**src/rtl/mspp_pkg.sv**
```systemverilog
// Shared types, constants and register indexes for the motor speed PID/PWM block.
`timescale 1ns / 1ps

package mspp_pkg;

    // Configuration register indexes
    typedef logic [2:0] cfg_idx_t;

    localparam cfg_idx_t CFG_PROP_GAIN       = 3'd0;
    localparam cfg_idx_t CFG_INTEGRAL_GAIN   = 3'd1;
    localparam cfg_idx_t CFG_DERIVATIVE_GAIN = 3'd2;
    localparam cfg_idx_t CFG_COUNT_OFFSET    = 3'd3;
    localparam cfg_idx_t CFG_SPEED_SCALE     = 3'd4;
    localparam cfg_idx_t CFG_DUTY_LIMIT      = 3'd5;
    localparam cfg_idx_t CFG_DUTY_DEADBAND   = 3'd6;
    localparam cfg_idx_t CFG_HOLD_BAND       = 3'd7;

    localparam int CFG_DATA_W = 31;

    // Register reset values
    localparam logic [23:0] RST_PROP_GAIN       = 24'd45875;
    localparam logic [23:0] RST_INTEGRAL_GAIN   = 24'd1147;
    localparam logic [23:0] RST_DERIVATIVE_GAIN = 24'd786;
    localparam logic [15:0] RST_COUNT_OFFSET    = 16'd20000;
    localparam logic [23:0] RST_SPEED_SCALE     = 24'd262845;
    localparam logic [14:0] RST_DUTY_LIMIT      = 15'd25344;
    localparam logic [14:0] RST_DUTY_DEADBAND   = 15'd2560;
    localparam logic [30:0] RST_HOLD_BAND       = 31'd2048;

    // 100 percent in Q.8
    localparam logic [14:0] FULL_SCALE_Q8 = 15'd25600;
    // Cap on each gain term magnitude: 2^40
    localparam logic [40:0] TERM_CAP = 41'h10000000000;
    // ceil(2^30 / 100): exact floor division by 100 for 23-bit dividends
    localparam logic [23:0] RECIP_100   = 24'd10737419;
    localparam int          RECIP_SHIFT = 30;
    localparam logic [15:0] CMP_MAX     = 16'hFFFF;

    // Configuration register file contents
    typedef struct packed {
        logic [23:0] prop_gain;
        logic [23:0] integral_gain;
        logic [23:0] derivative_gain;
        logic [15:0] count_offset;
        logic [23:0] speed_scale;
        logic [14:0] duty_limit;
        logic [14:0] duty_deadband;
        logic [30:0] hold_band;
    } mspp_cfg_t;

    // Request to the shared multiplier
    typedef struct packed {
        logic        en;
        logic [23:0] a;
        logic [23:0] b;
    } mspp_mul_req_t;

    // Sequencer states
    typedef enum logic [3:0] {
        ST_IDLE,
        ST_SPD_MUL,
        ST_SPEED,
        ST_ERROR,
        ST_INTEG,
        ST_TERM_LO,
        ST_TERM_HI,
        ST_TERM_ACC,
        ST_CLAMP,
        ST_DUTY,
        ST_CVT_MUL,
        ST_DONE
    } mspp_state_t;

endpackage

```
**src/rtl/mspp_if.sv**
```systemverilog
// Valid/ready stream interfaces for control ticks and their results.
`timescale 1ns / 1ps

interface mspp_in_if;
    logic               valid;
    logic               ready;
    logic        [15:0] encoder_count;
    logic signed [31:0] setpoint_speed;

    modport source (output valid, output encoder_count, output setpoint_speed, input ready);
    modport sink   (input valid, input encoder_count, input setpoint_speed, output ready);
endinterface

interface mspp_out_if;
    logic               valid;
    logic               ready;
    logic signed [31:0] measured_speed;
    logic signed [15:0] duty_value;
    logic        [15:0] forward_compare;
    logic        [15:0] reverse_compare;
    logic               reversal;

    modport source (output valid, output measured_speed, output duty_value,
                    output forward_compare, output reverse_compare, output reversal,
                    input ready);
    modport sink   (input valid, input measured_speed, input duty_value,
                    input forward_compare, input reverse_compare, input reversal,
                    output ready);
endinterface

```
**src/rtl/motor_speed_pid_pwm_top.sv**
```systemverilog
// Motor speed PID controller with PWM compare outputs, top level.
//
// Each request on in_ch is one control tick: the encoder count and the speed
// setpoint (rpm, signed Q24.8). The block measures speed as
// (count - count_offset) * speed_scale rounded to Q.8, runs one PID step with
// a saturating 48-bit integrator, clamps the duty to +-min(duty_limit, 100 %),
// zeroes magnitudes below duty_deadband, keeps the previous duty when the
// error is within hold_band, and returns one result request with the speed,
// the duty, forward/reverse compare values on a 0..65535 scale and a
// reversal flag. All products go through one shared 24x24 multiplier under a
// sequencer, so in_ch.ready stays low from the acceptance of a tick until
// the sequencer has stored its result in the output register and returned
// to idle (eight multiplies plus the add, saturate and clamp steps), and
// longer if the previous result is still waiting there. Configuration writes
// take effect at once and belong in idle time.
`timescale 1ns / 1ps

module motor_speed_pid_pwm_top
    import mspp_pkg::*;
(
    input  logic                  clk,
    input  logic                  rst_n,
    input  logic                  cfg_wr_en,
    input  cfg_idx_t              cfg_index,
    input  logic [CFG_DATA_W-1:0] cfg_data,
    mspp_in_if.sink               in_ch,
    mspp_out_if.source            out_ch
);

    mspp_cfg_t cfg;

    mspp_cfg u_cfg (
        .clk       (clk),
        .rst_n     (rst_n),
        .cfg_wr_en (cfg_wr_en),
        .cfg_index (cfg_index),
        .cfg_data  (cfg_data),
        .cfg       (cfg)
    );

    mspp_core u_core (
        .clk    (clk),
        .rst_n  (rst_n),
        .cfg    (cfg),
        .in_ch  (in_ch),
        .out_ch (out_ch)
    );

endmodule

```
**src/rtl/mspp_cfg.sv**
```systemverilog
// Configuration register file with a plain write port.
`timescale 1ns / 1ps

module mspp_cfg
    import mspp_pkg::*;
(
    input  logic                  clk,
    input  logic                  rst_n,
    input  logic                  cfg_wr_en,
    input  cfg_idx_t              cfg_index,
    input  logic [CFG_DATA_W-1:0] cfg_data,
    output mspp_cfg_t             cfg
);

    mspp_cfg_t cfg_reg;

    // Register writes
    always_ff @(posedge clk or negedge rst_n)
    begin
        if (!rst_n)
        begin
            cfg_reg.prop_gain       <= RST_PROP_GAIN;
            cfg_reg.integral_gain   <= RST_INTEGRAL_GAIN;
            cfg_reg.derivative_gain <= RST_DERIVATIVE_GAIN;
            cfg_reg.count_offset    <= RST_COUNT_OFFSET;
            cfg_reg.speed_scale     <= RST_SPEED_SCALE;
            cfg_reg.duty_limit      <= RST_DUTY_LIMIT;
            cfg_reg.duty_deadband   <= RST_DUTY_DEADBAND;
            cfg_reg.hold_band       <= RST_HOLD_BAND;
        end
        else if (cfg_wr_en)
        begin
            unique case (cfg_index)
                CFG_PROP_GAIN:       cfg_reg.prop_gain       <= cfg_data[23:0];
                CFG_INTEGRAL_GAIN:   cfg_reg.integral_gain   <= cfg_data[23:0];
                CFG_DERIVATIVE_GAIN: cfg_reg.derivative_gain <= cfg_data[23:0];
                CFG_COUNT_OFFSET:    cfg_reg.count_offset    <= cfg_data[15:0];
                CFG_SPEED_SCALE:     cfg_reg.speed_scale     <= cfg_data[23:0];
                CFG_DUTY_LIMIT:      cfg_reg.duty_limit      <= cfg_data[14:0];
                CFG_DUTY_DEADBAND:   cfg_reg.duty_deadband   <= cfg_data[14:0];
                CFG_HOLD_BAND:       cfg_reg.hold_band       <= cfg_data[30:0];
                default:             ;
            endcase
        end
    end

    assign cfg = cfg_reg;

endmodule

```
**src/rtl/mspp_mul.sv**
```systemverilog
// Shared 24x24 unsigned multiplier with registered product.
`timescale 1ns / 1ps

module mspp_mul
    import mspp_pkg::*;
(
    input  logic          clk,
    input  mspp_mul_req_t req,
    output logic [47:0]   prod
);

    logic [47:0] prod_reg;

    // Product holds until the next request
    always_ff @(posedge clk)
    begin
        if (req.en)
        begin
            prod_reg <= req.a * req.b;
        end
    end

    assign prod = prod_reg;

endmodule

```
**src/rtl/mspp_core.sv**
```systemverilog
// Sequencer and datapath: speed, PID step, duty shaping and PWM compare values.
`timescale 1ns / 1ps

module mspp_core
    import mspp_pkg::*;
(
    input  logic      clk,
    input  logic      rst_n,
    input  mspp_cfg_t cfg,
    mspp_in_if.sink   in_ch,
    mspp_out_if.source out_ch
);

    localparam logic [1:0] TERM_P = 2'd0;
    localparam logic [1:0] TERM_I = 2'd1;
    localparam logic [1:0] TERM_D = 2'd2;

    // Saturate a 33-bit signed value to 32 bits
    function automatic logic signed [31:0] sat33(input logic signed [32:0] v);
        logic signed [31:0] r;
        if (v[32] != v[31])
        begin
            r = v[32] ? 32'sh80000000 : 32'sh7FFFFFFF;
        end
        else
        begin
            r = v[31:0];
        end
        return r;
    endfunction

    mspp_state_t state_reg, state_next;

    // Controller state
    logic signed [47:0] integ_reg;
    logic signed [31:0] last_err_reg;
    logic signed [15:0] last_duty_reg;

    // Working registers
    logic        [15:0] dmag_reg;
    logic               dneg_reg;
    logic signed [31:0] setp_reg;
    logic signed [31:0] speed_reg;
    logic signed [31:0] err_reg;
    logic signed [32:0] deriv_reg;
    logic signed [47:0] integ_new_reg;
    logic        [1:0]  term_sel_reg;
    logic        [31:0] part_reg;
    logic signed [42:0] sum_reg;
    logic signed [15:0] clamp_reg;
    logic signed [15:0] duty_reg;

    // Output register
    logic               out_valid_reg, out_valid_next;
    logic signed [31:0] out_speed_reg;
    logic signed [15:0] out_duty_reg;
    logic        [15:0] out_fwd_reg;
    logic        [15:0] out_rev_reg;
    logic               out_revf_reg;

    mspp_mul_req_t mul_req;
    logic [47:0]   prod;

    logic accept;
    logic out_free;
    logic load;

    mspp_mul u_mul (
        .clk  (clk),
        .req  (mul_req),
        .prod (prod)
    );

    assign accept   = in_ch.valid && in_ch.ready;
    assign out_free = !out_valid_reg || out_ch.ready;

    // Encoder delta magnitude and sign
    logic [16:0] diff;
    assign diff = {1'b0, in_ch.encoder_count} - {1'b0, cfg.count_offset};

    // Operand of the current gain term, its magnitude and gain
    logic signed [48:0] term_x;
    logic        [48:0] term_neg;
    logic        [47:0] term_mag;
    logic        [23:0] term_gain;

    always_comb
    begin
        unique case (term_sel_reg)
            TERM_P:
            begin
                term_x    = {{17{err_reg[31]}}, err_reg};
                term_gain = cfg.prop_gain;
            end
            TERM_I:
            begin
                term_x    = {integ_new_reg[47], integ_new_reg};
                term_gain = cfg.integral_gain;
            end
            default:
            begin
                term_x    = {{16{deriv_reg[32]}}, deriv_reg};
                term_gain = cfg.derivative_gain;
            end
        endcase
        term_neg = -term_x;
        term_mag = term_x[48] ? term_neg[47:0] : term_x[47:0];
    end

    // Speed from the encoder product
    logic signed [40:0] spd_p;
    logic signed [40:0] spd_r;
    logic signed [32:0] spd_q;
    always_comb
    begin
        spd_p = dneg_reg ? -$signed({1'b0, prod[39:0]}) : $signed({1'b0, prod[39:0]});
        spd_r = spd_p + 41'sd128;
        spd_q = spd_r[40:8];
    end

    // Integrator update
    logic signed [48:0] isum;
    logic signed [47:0] isat;
    always_comb
    begin
        isum = {integ_reg[47], integ_reg} + {{17{err_reg[31]}}, err_reg};
        if (isum[48] != isum[47])
        begin
            isat = isum[48] ? {1'b1, 47'b0} : {1'b0, {47{1'b1}}};
        end
        else
        begin
            isat = isum[47:0];
        end
    end

    // Gain term: (hi*g << 8) + (lo*g >> 16), capped, signed
    logic        [56:0] term_r;
    logic        [40:0] term_c;
    logic signed [42:0] term_s;
    always_comb
    begin
        term_r = {1'b0, prod, 8'b0} + {25'b0, part_reg};
        term_c = (term_r > {16'b0, TERM_CAP}) ? TERM_CAP : term_r[40:0];
        term_s = term_x[48] ? -$signed({2'b0, term_c}) : $signed({2'b0, term_c});
    end

    // Clamp to the effective limit
    logic        [14:0] lim;
    logic signed [42:0] lim_s;
    logic signed [15:0] clamp_v;
    always_comb
    begin
        lim   = (cfg.duty_limit > FULL_SCALE_Q8) ? FULL_SCALE_Q8 : cfg.duty_limit;
        lim_s = $signed({28'b0, lim});
        if (sum_reg > lim_s)
        begin
            clamp_v = $signed({1'b0, lim});
        end
        else if (sum_reg < -lim_s)
        begin
            clamp_v = -$signed({1'b0, lim});
        end
        else
        begin
            clamp_v = sum_reg[15:0];
        end
    end

    // Deadband and hold band
    logic        [15:0] cmag;
    logic        [31:0] emag;
    logic signed [15:0] duty_v;
    always_comb
    begin
        cmag = clamp_reg[15] ? 16'(-clamp_reg) : clamp_reg;
        emag = err_reg[31] ? 32'(-err_reg) : err_reg;
        if ({1'b0, emag} < {2'b0, cfg.hold_band})
        begin
            duty_v = last_duty_reg;
        end
        else if (cmag < {1'b0, cfg.duty_deadband})
        begin
            duty_v = '0;
        end
        else
        begin
            duty_v = clamp_reg;
        end
    end

    // Compare value: floor(|duty| * 65535 / 25600) via /256 then reciprocal of 100
    logic [15:0] dutymag;
    logic [30:0] cvt_x;
    logic [17:0] cvt_q;
    logic [15:0] cmp_v;
    logic        duty_pos;
    logic        rev_v;
    always_comb
    begin
        dutymag  = duty_reg[15] ? 16'(-duty_reg) : duty_reg;
        cvt_x    = {dutymag[14:0], 16'b0} - {15'b0, dutymag};
        cvt_q    = prod[RECIP_SHIFT +: 18];
        cmp_v    = (cvt_q > {2'b0, CMP_MAX}) ? CMP_MAX : cvt_q[15:0];
        duty_pos = (duty_reg > 16'sd0);
        rev_v    = ((last_duty_reg > 16'sd0) && (duty_reg < 16'sd0))
                || ((last_duty_reg < 16'sd0) && (duty_reg > 16'sd0));
    end

    // Next state
    always_comb
    begin
        state_next = state_reg;
        unique case (state_reg)
            ST_IDLE:     state_next = accept ? ST_SPD_MUL : ST_IDLE;
            ST_SPD_MUL:  state_next = ST_SPEED;
            ST_SPEED:    state_next = ST_ERROR;
            ST_ERROR:    state_next = ST_INTEG;
            ST_INTEG:    state_next = ST_TERM_LO;
            ST_TERM_LO:  state_next = ST_TERM_HI;
            ST_TERM_HI:  state_next = ST_TERM_ACC;
            ST_TERM_ACC: state_next = (term_sel_reg == TERM_D) ? ST_CLAMP : ST_TERM_LO;
            ST_CLAMP:    state_next = ST_DUTY;
            ST_DUTY:     state_next = ST_CVT_MUL;
            ST_CVT_MUL:  state_next = ST_DONE;
            ST_DONE:     state_next = out_free ? ST_IDLE : ST_DONE;
            default:     state_next = ST_IDLE;
        endcase
    end

    // Sequencer outputs
    always_comb
    begin
        mul_req     = '0;
        in_ch.ready = 1'b0;
        load        = 1'b0;
        unique case (state_reg)
            ST_IDLE:
            begin
                in_ch.ready = 1'b1;
            end
            ST_SPD_MUL:
            begin
                mul_req.en = 1'b1;
                mul_req.a  = {8'b0, dmag_reg};
                mul_req.b  = cfg.speed_scale;
            end
            ST_TERM_LO:
            begin
                mul_req.en = 1'b1;
                mul_req.a  = term_mag[23:0];
                mul_req.b  = term_gain;
            end
            ST_TERM_HI:
            begin
                mul_req.en = 1'b1;
                mul_req.a  = term_mag[47:24];
                mul_req.b  = term_gain;
            end
            ST_CVT_MUL:
            begin
                mul_req.en = 1'b1;
                mul_req.a  = {1'b0, cvt_x[30:8]};
                mul_req.b  = RECIP_100;
            end
            ST_DONE:
            begin
                load = out_free;
            end
            default:
            begin
                mul_req = '0;
            end
        endcase
    end

    // Output valid
    always_comb
    begin
        if (load)
        begin
            out_valid_next = 1'b1;
        end
        else if (out_ch.ready)
        begin
            out_valid_next = 1'b0;
        end
        else
        begin
            out_valid_next = out_valid_reg;
        end
    end

    // Control state
    always_ff @(posedge clk or negedge rst_n)
    begin
        if (!rst_n)
        begin
            state_reg     <= ST_IDLE;
            out_valid_reg <= 1'b0;
            integ_reg     <= '0;
            last_err_reg  <= '0;
            last_duty_reg <= '0;
        end
        else
        begin
            state_reg     <= state_next;
            out_valid_reg <= out_valid_next;
            if (load)
            begin
                integ_reg     <= integ_new_reg;
                last_err_reg  <= err_reg;
                last_duty_reg <= duty_reg;
            end
        end
    end

    // Datapath registers
    always_ff @(posedge clk)
    begin
        unique case (state_reg)
            ST_IDLE:
            begin
                if (accept)
                begin
                    dneg_reg <= diff[16];
                    dmag_reg <= diff[16] ? 16'(-diff) : diff[15:0];
                    setp_reg <= in_ch.setpoint_speed;
                end
            end
            ST_SPEED:
            begin
                speed_reg <= sat33(spd_q);
            end
            ST_ERROR:
            begin
                err_reg <= sat33({setp_reg[31], setp_reg} - {speed_reg[31], speed_reg});
            end
            ST_INTEG:
            begin
                deriv_reg     <= {err_reg[31], err_reg} - {last_err_reg[31], last_err_reg};
                integ_new_reg <= isat;
                sum_reg       <= '0;
                term_sel_reg  <= TERM_P;
            end
            ST_TERM_HI:
            begin
                part_reg <= prod[47:16];
            end
            ST_TERM_ACC:
            begin
                sum_reg      <= sum_reg + term_s;
                term_sel_reg <= term_sel_reg + 2'd1;
            end
            ST_CLAMP:
            begin
                clamp_reg <= clamp_v;
            end
            ST_DUTY:
            begin
                duty_reg <= duty_v;
            end
            ST_DONE:
            begin
                if (load)
                begin
                    out_speed_reg <= speed_reg;
                    out_duty_reg  <= duty_reg;
                    out_fwd_reg   <= duty_pos ? cmp_v : '0;
                    out_rev_reg   <= duty_pos ? '0 : cmp_v;
                    out_revf_reg  <= rev_v;
                end
            end
            default:
            begin
            end
        endcase
    end

    assign out_ch.valid           = out_valid_reg;
    assign out_ch.measured_speed  = out_speed_reg;
    assign out_ch.duty_value      = out_duty_reg;
    assign out_ch.forward_compare = out_fwd_reg;
    assign out_ch.reverse_compare = out_rev_reg;
    assign out_ch.reversal        = out_revf_reg;

endmodule
```
**src/flat_wrapper.sv**
```systemverilog
// flat-port wrapper written by rule: the top's interface ports become plain ports
module motor_speed_pid_pwm_top_flat import mspp_pkg::*;
  (clk, rst_n, cfg_wr_en, cfg_index, cfg_data, in_ch_valid, in_ch_encoder_count, in_ch_setpoint_speed, in_ch_ready, out_ch_valid, out_ch_measured_speed, out_ch_duty_value, out_ch_forward_compare, out_ch_reverse_compare, out_ch_reversal, out_ch_ready);
  mspp_in_if in_ch_i ();
  mspp_out_if out_ch_i ();
  input  logic clk;
  input  logic rst_n;
  input  logic cfg_wr_en;
  input  cfg_idx_t cfg_index;
  input  logic [CFG_DATA_W-1:0] cfg_data;
  input wire logic [$bits(in_ch_i.valid)-1:0] in_ch_valid;
  input wire logic [$bits(in_ch_i.encoder_count)-1:0] in_ch_encoder_count;
  input wire logic [$bits(in_ch_i.setpoint_speed)-1:0] in_ch_setpoint_speed;
  output wire logic [$bits(in_ch_i.ready)-1:0] in_ch_ready;
  output wire logic [$bits(out_ch_i.valid)-1:0] out_ch_valid;
  output wire logic [$bits(out_ch_i.measured_speed)-1:0] out_ch_measured_speed;
  output wire logic [$bits(out_ch_i.duty_value)-1:0] out_ch_duty_value;
  output wire logic [$bits(out_ch_i.forward_compare)-1:0] out_ch_forward_compare;
  output wire logic [$bits(out_ch_i.reverse_compare)-1:0] out_ch_reverse_compare;
  output wire logic [$bits(out_ch_i.reversal)-1:0] out_ch_reversal;
  input wire logic [$bits(out_ch_i.ready)-1:0] out_ch_ready;
  assign in_ch_i.valid = in_ch_valid;
  assign in_ch_i.encoder_count = in_ch_encoder_count;
  assign in_ch_i.setpoint_speed = in_ch_setpoint_speed;
  assign in_ch_ready = in_ch_i.ready;
  assign out_ch_valid = out_ch_i.valid;
  assign out_ch_measured_speed = out_ch_i.measured_speed;
  assign out_ch_duty_value = out_ch_i.duty_value;
  assign out_ch_forward_compare = out_ch_i.forward_compare;
  assign out_ch_reverse_compare = out_ch_i.reverse_compare;
  assign out_ch_reversal = out_ch_i.reversal;
  assign out_ch_i.ready = out_ch_ready;
  motor_speed_pid_pwm_top u_core (.clk(clk), .rst_n(rst_n), .cfg_wr_en(cfg_wr_en), .cfg_index(cfg_index), .cfg_data(cfg_data), .in_ch(in_ch_i), .out_ch(out_ch_i));
endmodule
```
**config.mk**
```make
export PLATFORM = sky130hd
export DESIGN_NAME = motor_speed_pid_pwm_top_flat
export DESIGN_NICKNAME = d
export VERILOG_FILES = /design/src/rtl/mspp_pkg.sv /design/src/rtl/mspp_if.sv /design/src/rtl/motor_speed_pid_pwm_top.sv /design/src/rtl/mspp_cfg.sv /design/src/rtl/mspp_mul.sv /design/src/rtl/mspp_core.sv /design/src/flat_wrapper.sv
export SDC_FILE = /design/constraint.sdc
export NUM_CORES = 2
export LEC_CHECK = 0
export BUFFER_PORTS_ARGS = -buffer_cell sky130_fd_sc_hd__buf_2
export CAP_MARGIN = 40
export CORE_AREA = 2 2 406 408
export CTS_BUF_LIST = sky130_fd_sc_hd__clkbuf_16
export CTS_CLUSTER_DIAMETER = 50
export DETAILED_ROUTE_END_ITERATION = 6
export DIE_AREA = 0 0 408 410
export GPL_ROUTABILITY_DRIVEN = 0
export PLACE_DENSITY_LB_ADDON = 0.08
export SLEW_MARGIN = 30
export SYNTH_ARGS = -nofsm -noshare
export SYNTH_HDL_FRONTEND = slang
export SYNTH_SLANG_ARGS = --single-unit
```
**constraint.sdc**
```tcl
create_clock -name clk -period 12.24 [get_ports clk]
set_input_delay 2.448 -clock clk [delete_from_list [all_inputs] [get_ports clk]]
set_output_delay 2.448 -clock clk [all_outputs]
set_load 0.005 [all_outputs]
```
==> results.md <==
* Die Y at approximately 410 um
* Setup Buffers After CTS at 0
* RR Startpoint: u_core.u_core.term_sel_reg[0]
* Final core occ at 0.4419
* Setup TNS at 0 ns
* RSZ-0062 raised after global routing: no
* Fmax at between 80 and 90 MHz
* Area occupied by multi-input gates at 0.04099 mm^2
* # hold bufs at CTS at 0
* Max-slew violations at 0
* WP data arrival at 11.91 ns
* Aggregate global routing overflow at 0
* Area growth from synthesis to layout at 11.42%
* Mux contribution to synthesized area at 0.04731
* Syn Std Cell Area at roughly 0.065 mm^2
* H-tree levels at 3
* Sequential area share after synthesis at 0.3066
* Via-to-Cell Ratio at about 5.5
* Syn Nets at between 7k and 8k
* Die Width at between 400 and 500 um
* Storage cell area at roughly 0.02 mm^2
* Ranking of synthesized cells by area: edfxtp_1, fa_1, ha_1
* Mapped Cells at roughly 6.7k
* Status: complete, no violations
* Ys async rst share at 0.3881
* # clock sinks at between 700 and 800
* Number of flops mapped to enable cells by yosys at between 400 and 500
* Worst setup path end: u_core.u_core.u_mul.prod[47]
* Simple-Gate Fraction of Synth Area at 0.1387
* Hold Vio Cnt, Final at 0
* I/O Pins at 170
* Max Cap Violations at 0
* IO buf count at between 150 and 200
* Overall Global Routing Usage at 0.2475
* Fin nets at roughly 7.9k
* WL per Instance at about 23 um
* Setup crit end kind: flop
* Setup Crit Path Kind: flop to flop
* Area fraction of the dominant cell type after synthesis at 0.2001
* Final wirelength at between 200 and 250 mm
* Post-route ant nets at 0
* Max stage delay on crit path at approximately 0.66 ns
* DRC violation count after routing at 0
* Compound-gate portion of the synthesized area at 0.1385
* Root Driver: clkbuf_16
* Vias at 50.01k
* Syn_area_per_cell at about 9.6 um^2
* Die footprint at about 0.17 mm^2
* Vias in the first global route at around 50k
* Final min period at roughly 11 ns
* Max clock buf depth at 3
* First-pass GRT wire length at 315.0 mm
* Area of the core region at around 0.16 mm^2
* Fill cells at about 16k
* # setup viols final at 0
* CP startpoint: u_core.u_core.term_sel_reg[0]
* R2R setup slack at ~0.79 ns
* Crit share post-route at 0.9353
* Initial Utilization at 0.3966
* Max Fanout on Critical Path at 20
* Worst Path Required at about 13 ns
* Max reg flops at between 150 and 200
* Pin count of the biggest net entering global routing at 180
* Synthesis Warnings at 0
* TritonCTS buffer count at 107
* Synth area leader: edfxtp_1
* Worst setup SP type: flop
* Most frequent CP cell: fa_1
* Clock slew at reported path FFs at about 0.06 ns
* DR pass1 iterations at 5
* Largest family of logic cells by synthesized area: adder cells
* PostCTS Resize Cnt at 0
* Initial antenna violation count at 6
* Worst slew pin tran at 0.9214 ns
* FF-to-FF path depth at 39
* R2R Path End: u_core.u_core.u_mul.prod[47]
* Slew margin rel. at 0.3839
* FP Rows at roughly 150
* Dpl hpwl at between 150 and 200 mm
* Post-synth top flop: edfxtp_1
* Xor-xnor portion of the synthesized cell area at 0.05455
* Adder-cell share of the synthesized area at 0.2493
* TritonCTS clock tree: done
* Clk Latency, worst-skew pair at approximately 0.75 ns
* Iter 0 DRT Violations at between 3k and 4k
* Synthesized flop and latch total at ~710
* Slowest CP cell: o41ai_1
* Layout cells sized above 1 at 0.1311
* Netlist cell types at around 120
* Min-delay worst type: flop to flop
* Worst Skew at between 0.05 and 0.06 ns
==> metrics by stage <==
stage / setup WS, ns / cells / area, um^2 / hold slack, ns
floorplan: 2.031 / 6743 / 64850 / 0.4206
global placement: 0.8322 / 8944 / 68480 / 0.4421
detailed placement: 0.8892 / 8958 / 68650 / 0.4586
CTS: 0.8442 / 9158 / 72190 / 0.4739
global route: 0.06810 / 9163 / 72250 / 0.4964
finish: 0.7923 / 9164 / 72250 / 0.4694
==> routing by layer <==
layer  vias up  track usage  share of wire
li1      23430            -              -
met1     25030       0.3242           0.43
met2      1232       0.4190           0.49
met3       317      0.03115          0.043
met4         2      0.09004          0.037
met5         -            0       0.000062
==> synthesized netlist by cell type (all sizes together), types with 10 or more instances <==
cell type	instances
nand3	88
ha	481
maj3	37
and2	174
o22ai	20
edfxtp	432
dfstp	40
mux2	249
o21ai	339
or2	20
a21oi	384
o21bai	20
nand4	39
dfrtp	234
a211oi	37
clkbuf	222
a41oi	10
nand2	722
buf	62
and3	46
nor2	388
o211ai	17
o41ai	15
fa	488
xor2	133
a31oi	34
o21a	71
a22o	70
inv	814
nor3	110
a21boi	12
a211o	18
o2111ai	10
a22oi	12
o31ai	45
or4	16
nand2b	74
nor2b	57
nor3b	15
nor4	35
mux2i	26
a21o	135
xnor2	270
or3	43
==> cells by family after synthesis <==
family	Yosys count
muxes	275
DFF	706
and+or+nand+nor	1877
xor gates and xnor gates	403
AOI/OAI and AO/OA	1377
adders and majority gates	1006
buffers and inverters	1099
==> cell usage in the layout, fill, tap and decap left out, drive strengths merged, types with 37 or more instances in the layout <==
master and n:
edfxtp 432, a21o 135, dfrtp 234, xnor2 270
clkinv 39, a211oi 37, clkbuf 110, dfstp 40
nand2 722, mux2 249, nand2b 74, nand3 88
o31ai 45, nor3 110, buf 314, o21ai 339
nor2 388, maj3 37, a21oi 384, ha 481
or3 43, and3 46, a22o 70, fa 488
inv 851, o21a 71, nor2b 57, nand4 39
xor2 133, and2 174
==> worst min path at each step <==
stage                                 startpoint                                     end  depth (start not counted)
finish                u_core.u_core.speed_reg[7]  u_core.u_core.out_ch.measured_speed[7]                          0
global route          u_core.u_core.speed_reg[7]  u_core.u_core.out_ch.measured_speed[7]                          0
CTS                   u_core.u_core.speed_reg[7]  u_core.u_core.out_ch.measured_speed[7]                          0
detailed placement    u_core.u_core.speed_reg[7]  u_core.u_core.out_ch.measured_speed[7]                          0
global placement      u_core.u_core.speed_reg[7]  u_core.u_core.out_ch.measured_speed[7]                          0
floorplan           u_core.u_core.u_mul.prod[34]              u_core.u_core.part_reg[18]                          0
==> worst max-delay path: cells and delay by family, from the launching register on <==
family	cells	cell delay (ns)
flip-flops	1	0.45
AO/OA/AOI/OAI	8	2.65
buffers and inverters	7	0.96
AND/OR/NAND/NOR	13	2.55
adder cells (fa/ha/maj)	9	4.23
XOR/XNOR	2	0.27
==> final cells by class <==
class | count | area share
Timing Repair Buffer | 315 | 0.02826
Clock inverter | 91 | 0.01129
Multi-Input combinational cell | 4938 | 0.5673
Tap cell | 2189 | 0.03791
Sequential cell | 706 | 0.2751
Clock buffer | 109 | 0.03775
Antenna cell | 1 | 0.00003463
Inverter | 815 | 0.04234
Power is left out: the tool's default activity adds up to more than one toggle a clock period on the data nets, which glitch-free logic cannot reach.
